--- src/hdl/pwac_pkg.sv ---
package pwac_pkg;

    localparam int GAIN_WIDTH    = 16;
    localparam int LIMIT_WIDTH   = 15;
    localparam int DRIVE_WIDTH   = 16;
    localparam int CFG_IDX_WIDTH = 3;
    localparam int CFG_DATA_WIDTH = 16;

    localparam int WRAP_HALF = 180;
    localparam int WRAP_FULL = 360;

    typedef enum logic [CFG_IDX_WIDTH-1:0] {
        CFG_GAIN_P         = 3'd0,
        CFG_GAIN_I         = 3'd1,
        CFG_GAIN_D         = 3'd2,
        CFG_DRIVE_LIMIT    = 3'd3,
        CFG_INTEGRAL_LIMIT = 3'd4,
        CFG_ANGLE_MODE     = 3'd5
    } cfg_idx_t;

    typedef struct packed {
        logic full;
        logic empty;
    } fifo_status_t;

endpackage

--- src/hdl/pwac_front.sv ---
module pwac_front #(
    parameter int SAMPLE_WIDTH = 16
) (
    input  logic                            aclk,
    input  logic                            aresetn,
    input  logic                            angle_mode,
    input  logic                            push,
    input  logic signed [SAMPLE_WIDTH-1:0]  feedback,
    input  logic signed [SAMPLE_WIDTH-1:0]  target,
    output logic signed [SAMPLE_WIDTH:0]    err,
    output logic signed [SAMPLE_WIDTH+1:0]  derr
);

    localparam int EW = SAMPLE_WIDTH + 1;
    localparam int XW = SAMPLE_WIDTH + 2;
    localparam logic signed [XW-1:0] HALF = XW'(pwac_pkg::WRAP_HALF);
    localparam logic signed [XW-1:0] FULL = XW'(pwac_pkg::WRAP_FULL);

    logic signed [EW-1:0] last_error_reg;
    logic signed [EW-1:0] last_error_next;
    logic signed [XW-1:0] err_raw;
    logic signed [XW-1:0] err_wrap;

    always_comb begin
        err_raw = XW'(target) - XW'(feedback);
        err_wrap = err_raw;
        if (angle_mode) begin
            if (err_raw > HALF) begin
                err_wrap = err_raw - FULL;
            end else if (err_raw < -HALF) begin
                err_wrap = err_raw + FULL;
            end
        end
        err = err_wrap[EW-1:0];
        derr = XW'(err) - XW'(last_error_reg);
        last_error_next = push ? err : last_error_reg;
    end

    always_ff @(posedge aclk) begin
        if (!aresetn) begin
            last_error_reg <= '0;
        end else begin
            last_error_reg <= last_error_next;
        end
    end

endmodule

--- src/hdl/pwac_fifo.sv ---
module pwac_fifo #(
    parameter int DATA_WIDTH = 35
) (
    input  logic                  aclk,
    input  logic                  aresetn,
    input  logic                  push,
    input  logic [DATA_WIDTH-1:0] push_data,
    input  logic                  pop,
    output logic [DATA_WIDTH-1:0] pop_data,
    output pwac_pkg::fifo_status_t status
);

    localparam int DEPTH = 4;
    localparam int PW = $clog2(DEPTH);

    logic [DATA_WIDTH-1:0] entry_reg [DEPTH];
    logic [PW-1:0]         wr_ptr_reg, wr_ptr_next;
    logic [PW-1:0]         rd_ptr_reg, rd_ptr_next;
    logic [PW:0]           count_reg, count_next;

    always_comb begin
        status.full  = (count_reg == (PW+1)'(DEPTH));
        status.empty = (count_reg == '0);
        pop_data     = entry_reg[rd_ptr_reg];
        wr_ptr_next  = push ? wr_ptr_reg + 1'b1 : wr_ptr_reg;
        rd_ptr_next  = pop ? rd_ptr_reg + 1'b1 : rd_ptr_reg;
        count_next   = count_reg + (PW+1)'(push) - (PW+1)'(pop);
    end

    always_ff @(posedge aclk) begin
        if (!aresetn) begin
            wr_ptr_reg <= '0;
            rd_ptr_reg <= '0;
            count_reg  <= '0;
        end else begin
            wr_ptr_reg <= wr_ptr_next;
            rd_ptr_reg <= rd_ptr_next;
            count_reg  <= count_next;
        end
    end

    always_ff @(posedge aclk) begin
        if (push) begin
            entry_reg[wr_ptr_reg] <= push_data;
        end
    end

endmodule

--- src/hdl/pwac_back.sv ---
module pwac_back #(
    parameter int GAIN_FRAC_BITS = 8,
    parameter int SAMPLE_WIDTH   = 16
) (
    input  logic                                       aclk,
    input  logic                                       aresetn,
    input  logic signed [pwac_pkg::GAIN_WIDTH-1:0]     gain_p,
    input  logic signed [pwac_pkg::GAIN_WIDTH-1:0]     gain_i,
    input  logic signed [pwac_pkg::GAIN_WIDTH-1:0]     gain_d,
    input  logic [pwac_pkg::LIMIT_WIDTH-1:0]           drive_limit,
    input  logic [pwac_pkg::LIMIT_WIDTH-1:0]           integral_limit,
    input  pwac_pkg::fifo_status_t                     q_status,
    input  logic signed [SAMPLE_WIDTH:0]               q_err,
    input  logic signed [SAMPLE_WIDTH+1:0]             q_derr,
    output logic                                       q_pop,
    output logic                                       m_valid,
    input  logic                                       m_ready,
    output logic signed [pwac_pkg::DRIVE_WIDTH-1:0]    m_drive
);

    localparam int GW   = pwac_pkg::GAIN_WIDTH;
    localparam int LW   = pwac_pkg::LIMIT_WIDTH;
    localparam int F    = GAIN_FRAC_BITS;
    localparam int EW   = SAMPLE_WIDTH + 1;
    localparam int DW   = SAMPLE_WIDTH + 2;
    localparam int PPW  = GW + EW;
    localparam int PDW  = GW + DW;
    localparam int AW   = LW + F + 1;
    localparam int IW   = ((AW > PPW) ? AW : PPW) + 1;
    localparam int PSW  = PDW + 1;
    localparam int SUMW = ((AW > PSW) ? AW : PSW) + 1;
    localparam int TW   = AW + 1;
    localparam logic signed [TW-1:0] RND = TW'((1 << F) - 1);

    logic                    adv;
    logic                    v1_reg, v2_reg, v3_reg, m_valid_reg;
    logic signed [PPW-1:0]   prod_p_reg, prod_i_reg;
    logic signed [PDW-1:0]   prod_d_reg;
    logic signed [PSW-1:0]   pd_reg;
    logic signed [AW-1:0]    acc_reg, acc_next;
    logic signed [AW-1:0]    clamp_reg, clamp_next;
    logic signed [pwac_pkg::DRIVE_WIDTH-1:0] m_drive_reg, m_drive_next;
    logic signed [PPW-1:0]   prod_p_next, prod_i_next;
    logic signed [PDW-1:0]   prod_d_next;
    logic signed [AW-1:0]    ilim, dlim;
    logic signed [IW-1:0]    isum;
    logic signed [SUMW-1:0]  dsum;
    logic signed [TW-1:0]    tsum;
    logic signed [TW-1:0]    tshift;

    always_comb begin
        adv   = !m_valid_reg || m_ready;
        q_pop = adv && !q_status.empty;

        prod_p_next = gain_p * q_err;
        prod_i_next = gain_i * q_err;
        prod_d_next = gain_d * q_derr;

        ilim = AW'(integral_limit) <<< F;
        dlim = AW'(drive_limit) <<< F;

        isum = IW'(acc_reg) + IW'(prod_i_reg);
        priority if (isum > IW'(ilim)) begin
            acc_next = ilim;
        end else if (isum < -IW'(ilim)) begin
            acc_next = -ilim;
        end else begin
            acc_next = isum[AW-1:0];
        end

        dsum = SUMW'(pd_reg) + SUMW'(acc_reg);
        priority if (dsum > SUMW'(dlim)) begin
            clamp_next = dlim;
        end else if (dsum < -SUMW'(dlim)) begin
            clamp_next = -dlim;
        end else begin
            clamp_next = dsum[AW-1:0];
        end

        tsum = clamp_reg[AW-1] ? TW'(clamp_reg) + RND : TW'(clamp_reg);
        tshift = tsum >>> F;
        m_drive_next = tshift[pwac_pkg::DRIVE_WIDTH-1:0];
    end

    always_ff @(posedge aclk) begin
        if (!aresetn) begin
            v1_reg      <= 1'b0;
            v2_reg      <= 1'b0;
            v3_reg      <= 1'b0;
            m_valid_reg <= 1'b0;
            acc_reg     <= '0;
        end else if (adv) begin
            v1_reg      <= q_pop;
            v2_reg      <= v1_reg;
            v3_reg      <= v2_reg;
            m_valid_reg <= v3_reg;
            if (v1_reg) begin
                acc_reg <= acc_next;
            end
        end
    end

    always_ff @(posedge aclk) begin
        if (adv) begin
            prod_p_reg  <= prod_p_next;
            prod_i_reg  <= prod_i_next;
            prod_d_reg  <= prod_d_next;
            pd_reg      <= PSW'(prod_p_reg) + PSW'(prod_d_reg);
            clamp_reg   <= clamp_next;
            m_drive_reg <= m_drive_next;
        end
    end

    assign m_valid = m_valid_reg;
    assign m_drive = m_drive_reg;

endmodule

--- src/hdl/pid_controller_with_angle_wrap_unit.sv ---
// path: queue, product, sum, clamp and output registers; throughput: one transaction
// per cycle unless stalled, set by three parallel multipliers and a single-register
// integrator loop; a 4-entry queue absorbs output stalls
// reset: synchronous active-low aresetn clears error history, integral,
// queue and valids; gains reset to 0, limits to 32767, angle mode off
module pid_controller_with_angle_wrap_unit #(
    parameter int GAIN_FRAC_BITS = 8,
    parameter int SAMPLE_WIDTH   = 16
) (
    input  logic                                         aclk,
    input  logic                                         aresetn,
    input  logic                                         s_valid,
    output logic                                         s_ready,
    input  logic signed [SAMPLE_WIDTH-1:0]               s_feedback,
    input  logic signed [SAMPLE_WIDTH-1:0]               s_target,
    output logic                                         m_valid,
    input  logic                                         m_ready,
    output logic signed [pwac_pkg::DRIVE_WIDTH-1:0]      m_drive,
    input  logic                                         cfg_valid,
    output logic                                         cfg_ready,
    input  logic [pwac_pkg::CFG_IDX_WIDTH-1:0]           cfg_index,
    input  logic [pwac_pkg::CFG_DATA_WIDTH-1:0]          cfg_data
);

    localparam int EW = SAMPLE_WIDTH + 1;
    localparam int DW = SAMPLE_WIDTH + 2;
    localparam int GW = pwac_pkg::GAIN_WIDTH;
    localparam int LW = pwac_pkg::LIMIT_WIDTH;

    logic signed [GW-1:0] gain_p_reg, gain_i_reg, gain_d_reg;
    logic [LW-1:0]        drive_limit_reg, integral_limit_reg;
    logic                 angle_mode_reg;

    logic                    push;
    logic                    pop;
    logic signed [EW-1:0]    err;
    logic signed [DW-1:0]    derr;
    logic [EW+DW-1:0]        q_out;
    pwac_pkg::fifo_status_t  q_status;

    assign cfg_ready = 1'b1;
    assign s_ready   = !q_status.full;
    assign push      = s_valid && s_ready;

    always_ff @(posedge aclk) begin
        if (!aresetn) begin
            gain_p_reg         <= '0;
            gain_i_reg         <= '0;
            gain_d_reg         <= '0;
            drive_limit_reg    <= '1;
            integral_limit_reg <= '1;
            angle_mode_reg     <= 1'b0;
        end else if (cfg_valid && cfg_ready) begin
            unique case (pwac_pkg::cfg_idx_t'(cfg_index))
                pwac_pkg::CFG_GAIN_P:         gain_p_reg         <= cfg_data[GW-1:0];
                pwac_pkg::CFG_GAIN_I:         gain_i_reg         <= cfg_data[GW-1:0];
                pwac_pkg::CFG_GAIN_D:         gain_d_reg         <= cfg_data[GW-1:0];
                pwac_pkg::CFG_DRIVE_LIMIT:    drive_limit_reg    <= cfg_data[LW-1:0];
                pwac_pkg::CFG_INTEGRAL_LIMIT: integral_limit_reg <= cfg_data[LW-1:0];
                pwac_pkg::CFG_ANGLE_MODE:     angle_mode_reg     <= cfg_data[0];
                default: begin
                end
            endcase
        end
    end

    pwac_front #(
        .SAMPLE_WIDTH(SAMPLE_WIDTH)
    ) u_front (
        .aclk       (aclk),
        .aresetn    (aresetn),
        .angle_mode (angle_mode_reg),
        .push       (push),
        .feedback   (s_feedback),
        .target     (s_target),
        .err        (err),
        .derr       (derr)
    );

    pwac_fifo #(
        .DATA_WIDTH(EW + DW)
    ) u_fifo (
        .aclk      (aclk),
        .aresetn   (aresetn),
        .push      (push),
        .push_data ({err, derr}),
        .pop       (pop),
        .pop_data  (q_out),
        .status    (q_status)
    );

    pwac_back #(
        .GAIN_FRAC_BITS(GAIN_FRAC_BITS),
        .SAMPLE_WIDTH  (SAMPLE_WIDTH)
    ) u_back (
        .aclk           (aclk),
        .aresetn        (aresetn),
        .gain_p         (gain_p_reg),
        .gain_i         (gain_i_reg),
        .gain_d         (gain_d_reg),
        .drive_limit    (drive_limit_reg),
        .integral_limit (integral_limit_reg),
        .q_status       (q_status),
        .q_err          (q_out[EW+DW-1:DW]),
        .q_derr         (q_out[DW-1:0]),
        .q_pop          (pop),
        .m_valid        (m_valid),
        .m_ready        (m_ready),
        .m_drive        (m_drive)
    );

endmodule

--- config.mk ---
export PLATFORM = sky130hd
export DESIGN_NAME = pid_controller_with_angle_wrap_unit
export DESIGN_NICKNAME = d
export VERILOG_FILES = /design/src/hdl/pwac_pkg.sv /design/src/hdl/pwac_front.sv /design/src/hdl/pwac_fifo.sv /design/src/hdl/pwac_back.sv /design/src/hdl/pid_controller_with_angle_wrap_unit.sv
export SDC_FILE = /design/constraint.sdc
export NUM_CORES = 2
export LEC_CHECK = 0
export CORE_AREA = 2 2 397 300
export DETAILED_ROUTE_END_ITERATION = 10
export DIE_AREA = 0 0 399 302
export DONT_BUFFER_PORTS = 1
export PLACE_DENSITY = 0.75
export SYNTH_ARGS = -nofsm -noshare
export SYNTH_HDL_FRONTEND = slang
export SYNTH_SLANG_ARGS = --single-unit
--- constraint.sdc ---
create_clock -name aclk -period 13.7 [get_ports aclk]
set_input_delay 2.055 -clock aclk [delete_from_list [all_inputs] [get_ports aclk]]
set_output_delay 2.055 -clock aclk [all_outputs]
set_load 0.02 [all_outputs]
Yosys cells after proc, flatten, opt, wreduce, memory -nomap -nowiden --
Memories as Yosys holds them, arrays and structs flattened. A register that Yosys moved wholly into a read port is not among the register bits. Cells that the tools add are included.
Storage, ports and cells: flip-flop bits (word level) 306, bits in writable memories 140, bits of input ports 56, output and inout port bits 19, logic and storage cells 82, memories kept 1
Memories:
- u_fifo.entry_reg | words 4, bits a word 35, read ports 1, clocked after memory_dff 1, wr ports 1, line pwac_fifo.sv:16 | logic [DATA_WIDTH-1:0] entry_reg [DEPTH];
Cells by class: $add $sub $neg 16, $mul 3, $lt $le $gt $ge 6, equality and inequality tests 6, multiplexer cells 12, reductions and logical operators 15
Operators with widths (count):
- $mux 24 | 3
- $mul 16x17->33 | 2
- $mux 17 | 3
- $neg 23->24 | 2
- $mux 23 | 2
- $add 35x24->36 | 1
- $gt 36x24->1 | 1
- $lt 36x36->1 | 1
- $neg 23->36 | 1
- $add 33x34->35 | 1
- $add 24x33->34 | 1
- $gt 34x24->1 | 1
- $lt 34x34->1 | 1
- $mul 16x18->34 | 1
- $neg 23->34 | 1
- $add 24x9->24 const B | 1
- $sub 17x17->18 | 1
- $add 17x10->17 const B | 1
- $gt 17x9->1 const B | 1
- $lt 17x9->1 const B | 1
- $sub 16x16->17 | 1
- $sub 17x10->17 const B | 1
- $reduce_and 2->1 | 7
- $eq 3x3->1 const B | 3
- other kinds (11) | 19

Longest topological paths before layout --
depth after elaboration 6, mapped depth 29, gate-level depth less buffers 27

Hierarchy --
From an unflattened synthesis, not the netlist that was laid out.
Second synthesis, totals: cells, all modules 6120, area total of the unflattened synthesis 58950.3 µm²
By module, submodules not included:
- pwac_back | times used 1, cells each 5150, area each 47053.9 µm², sequential area each 5815.6 µm²
- pwac_fifo | times used 1, cells each 226, area each 5545.3 µm², sequential area each 4384.2 µm²
- pwac_front | times used 1, cells each 444, area each 3251.9 µm², sequential area each 340.3 µm²
- pid_controller_with_angle_wrap_unit | times used 1, cells each 300, area each 3099.2 µm², sequential area each 1581.5 µm²

Worst setup path before layout --
No wires, ideal clock.
path kind register to register, from register (tool-made name), to register u_back.prod_i_reg[32] (data pin), library setup time 260 ps, arrival time 7821 ps, required time 13440 ps, slack 5619 ps, stages on the path, launching flop included 25, path buffers 3, clock period less this slack 8081 ps, cells stage by stage dfxtp_1 -> clkbuf_1 -> buf_1 -> mux4_2 -> clkbuf_1 -> nand2_1 -> inv_1 -> fa_1 -> fa_1 -> inv_1 -> fa_1 -> inv_1 -> fa_1 -> fa_1 -> inv_1 -> fa_1 -> inv_1 -> ha_1 -> and3_1 -> a2111oi_0 -> a21oi_1 -> a211o_1 -> or4b_2 -> a31oi_1 -> xnor2_1
RTL lines:
- end signal: assignment | line pwac_back.sv:106 | prod_i_reg <= prod_i_next;
- end: declaration | line pwac_back.sv:37 | logic signed [PPW-1:0] prod_p_reg, prod_i_reg;

==> summary.txt <==
STA
  • Final period util: 0.631
  • Clock skew: a little over 40 ps
  • Setup-failing EPs final: 0
  • Final Hold Fails: 0
  • FMAX: roughly 120 MHz
  • Worst-Margin Slew: 1190 ps
  • Fin worst setup slack: 5050 ps
  • RSZ-0062 raised after global routing: false
  • Pins Over Slew Limit: 0
  • Worst slew margin: 0.190
  • Min Hold Slack: 459 ps
  • Final Critical Period: 8650 ps
  • Final TNS setup: 0 ps

Routing
  • Via density: 5.62
  • Final routed DRC violation total: 0
  • Antenna-violating nets left: 0
  • Avg WL per Cell: about 19 µm
  • Routed wire length: 146000 µm
  • Drt first pass iters: 7
  • Iter 0 DRT Violations: 3409
  • Vias: around 42k

Global route
  • Largest net degree at the start of global routing: 76
  • Initial antenna violation count: 4
  • First-pass GRT wire length: 237000 µm
  • All-layer global routing usage: 0.248
  • Vias in the first global route: 43.3k
  • Gr ovfl total: 0

Setup path
  • Worst path arrival time: 9000 ps
  • Worst Reg-to-Reg Cells: 25
  • R2r endpoint: u_back.prod_p_reg[31]$_DFFE_PN_
  • CP required: 14050 ps
  • Crit. End Element: flop
  • Worst R2R Setup Slack: 5050 ps
  • Worst-path maximum fanout: 35
  • Critical path class: flop to flop
  • Startpoint types: flop

Placed design
  • # placed instances: 7431
  • Count of input and output buffers: 0
  • Setup WS pre-CTS: roughly 5000 ps
  • GPL Wtd Cong: 0.941
  • Hpwl dp: 114000 µm

Power and ir drop
  • Clock power share: 0.183
  • Power density cells: 132 nW/µm²
  • Net switching power: 3.75 mW
  • Reg power frac: 0.270
  • Max IR drop VDD: roughly 0.12 mV
  • Internal power: about 4.3 mW
  • Static leakage: 29.4 nW
  • Net Sw Frac: 0.465
  • Combinational Power Share: 0.547

Floorplanning
  • Row cnt: 109
  • # IOs: 75
  • Die height: 302 µm
  • Die Span X: 399 µm
  • Full die area: between 100000 and 150000 µm²
  • Core ar.: 117000 µm²
  • Initial Util: 0.495

Clock tree
  • CTS max path bufs: 3
  • Setup Buffers After CTS: 0
  • Clock-pin slew on the worst setup and hold paths: ~80 ps
  • Number of clock sinks: 448
  • Post_cts resized: 0
  • CTS H-tree lvls: 2
  • CTS buffer count: 48
  • CTS tree: yes
  • Hold_buf cts: 0
  • Worst-Skew Late Latency: 640 ps
  • Root buf cell: clkbuf_16

Synthesis
  • Most used flip-flop cell after synthesis: edfxtp_1
  • Synth warn: 0
  • Post-Syn Area per Cell: 9.52 µm²
  • Syn Inst Count: 6086
  • Post-Syn Area: 57900 µm²
  • Cell variety after synth: 88
  • Number of enable flip-flop cells after synthesis: 315
  • Post-synthesis sequential area ratio: 0.209
  • Synth area leaders: fa_1, edfxtp_1, ha_1
  • Synthesis-stage register bit count: 448
  • Area leader, netlist: fa_1
  • Top cell type's share of synthesized area: 0.293
  • Syn_nets: 7475
  • Asr flop ratio synth: 0

Final layout
  • Layout cell share with drive strength beyond 1: 0.0303
  • Area grow syn2layout: 5.23%
  • Final cell count without fillers: 7526
  • Number of nets in the layout: 7316
  • Max FFs per register: 140

Worst hold path
  • Hold path endpoint: u_back.v3_reg$_SDFFE_PN0N_
  • Hold Crit Depth: 2
  • Worst Hold Launch: u_back.v3_reg$_SDFFE_PN0N_
  • Hold WC Path Type: flop to flop

Run
  • Max cap viols: 0

Run status
  • Status: finished, final reports clean
==> final cells by class <==
cell class | count | area, µm²
clock buffers | 50 | 1210
diodes | 5 | 12.5
well taps | 1554 | 1940
repair buffers | 24 | 180
fillers | 10400 | 56100
multi-input cells | 4267 | 40700
clock inverters | 40 | 543
flip-flops and latches | 448 | 12100
inverters | 1138 | 4280
==> how the worst max path moves through the flow <==
| stage | start | to | cells after the start |
|---|---|---|---|
| global route | flop | u_back.prod_p_reg[31]$_DFFE_PN_ | 25 |
| global placement | s_target[0] | u_fifo.entry_reg[0][16]$_DFFE_PP_ | 24 |
| finish | flop | u_back.prod_p_reg[31]$_DFFE_PN_ | 25 |
| CTS | flop | u_back.prod_p_reg[31]$_DFFE_PN_ | 25 |
| floorplan | flop | u_back.prod_i_reg[32]$_DFFE_PN_ | 24 |
| detailed placement | s_target[0] | u_fifo.entry_reg[0][16]$_DFFE_PP_ | 24 |
==> power groups by stage <==
stage	clock network [mW]	registers [mW]	logic [mW]
final	1.48	2.17	4.41
after floorplan	0	2.06	3.19
after global placement	0	2.19	4.23
after CTS	1.50	2.18	4.36
after global routing	1.55	2.20	4.90
after detailed placement	0	2.20	4.33
==> logic make-up (layout without fill, tap and decap cells) <==
| kind of cell | after synthesis | count (layout) | synth area share |
|---|---|---|---|
| AOI/OAI and AO/OA | 868 | 868 | 0.0974 |
| xor gates and xnor gates | 281 | 281 | 0.0425 |
| adders and majority gates | 1333 | 1333 | 0.398 |
| buffers and inverters | 1371 | 1252 | 0.0893 |
| DFF | 448 | 448 | 0.209 |
| muxes | 58 | 58 | 0.0177 |
| other | 1 | 6 | 0.0000647 |
| and+or+nand+nor | 1726 | 1726 | 0.146 |
==> synth_stat cells, types with 8 or more instances <==
master,count
clkbuf_1,200
nand2b_1,54
a21o_1,121
buf_1,26
and2_1,420
ha_1,485
o211ai_1,48
o31a_1,8
nor2b_1,34
a211oi_1,21
a21oi_1,280
a211o_1,10
inv_1,1137
a2111oi_0,9
o21a_1,31
a31oi_1,27
mux2i_1,20
fa_1,848
xnor2_1,198
o21bai_1,26
nand2_1,694
nand4_1,34
nor3_1,71
or2_2,10
o221ai_1,11
nor4_1,13
nand3_1,90
or3_1,25
edfxtp_1,315
o311ai_0,8
o211a_1,8
a21boi_0,9
and3_1,46
o31ai_1,15
xor2_1,83
nor2_1,195
or4_1,12
o21ai_0,144
mux4_2,35
dfxtp_1,133
o22ai_1,13
==> through the flow <==
step | area (µm²) | power, mW | utilization
after CTS | 60900 | 8.03 | 0.521
after global routing | 60900 | 8.66 | 0.521
after floorplan | 57900 | 5.24 | -
after global placement | 59200 | 6.42 | 0.506
final | 61000 | 8.06 | 0.521
after detailed placement | 59200 | 6.53 | 0.506
==> cells in the final DEF, fill, tap and decap left out, types with 25 or more instances in the layout <==
cell / synthesis / final
nor2_1: 195 / 195
o21a_1: 31 / 31
a21o_1: 121 / 121
nor2b_1: 34 / 34
nand2b_1: 54 / 54
xor2_1: 83 / 83
nand4_1: 34 / 34
xnor2_1: 198 / 198
o21ai_0: 144 / 143
fa_1: 848 / 848
o21bai_1: 26 / 26
nor3_1: 71 / 70
edfxtp_1: 315 / 315
clkbuf_16: 0 / 48
nand3_1: 90 / 90
and3_1: 46 / 46
nand2_1: 694 / 694
or3_1: 25 / 25
ha_1: 485 / 485
inv_1: 1137 / 1136
a21oi_1: 280 / 279
and2_1: 420 / 420
mux4_2: 35 / 35
dfxtp_1: 133 / 132
a31oi_1: 27 / 27
o211ai_1: 48 / 48
==> metal layers <==
| layer | share of wire | global-route usage |
|---|---|---|
| met3 | 0.095 | 0.0550 |
| met5 | 0.00029 | 0 |
| met1 | 0.44 | 0.359 |
| met2 | 0.44 | 0.382 |
| met4 | 0.023 | 0.0569 |
==> worst max-delay path: stages, from the launching register on <==
cell and delay [ps]:
dfxtp_2 320, buf_4 550, mux4_2 960, and2_1 350, fa_1 530, inv_1 50, fa_1 560, fa_1 440
fa_1 490, inv_1 60, fa_1 540, inv_1 60, fa_1 540, inv_1 40, ha_1 350, a21o_1 220
a21o_1 180, a21o_1 160, a21o_1 170, o21ai_0 280, o21ai_0 260, a41o_1 360, o21a_1 210, a211oi_1 350
a21oi_1 150, xor2_1 170
No activity file was read; power rests on OpenSTA's default activity.
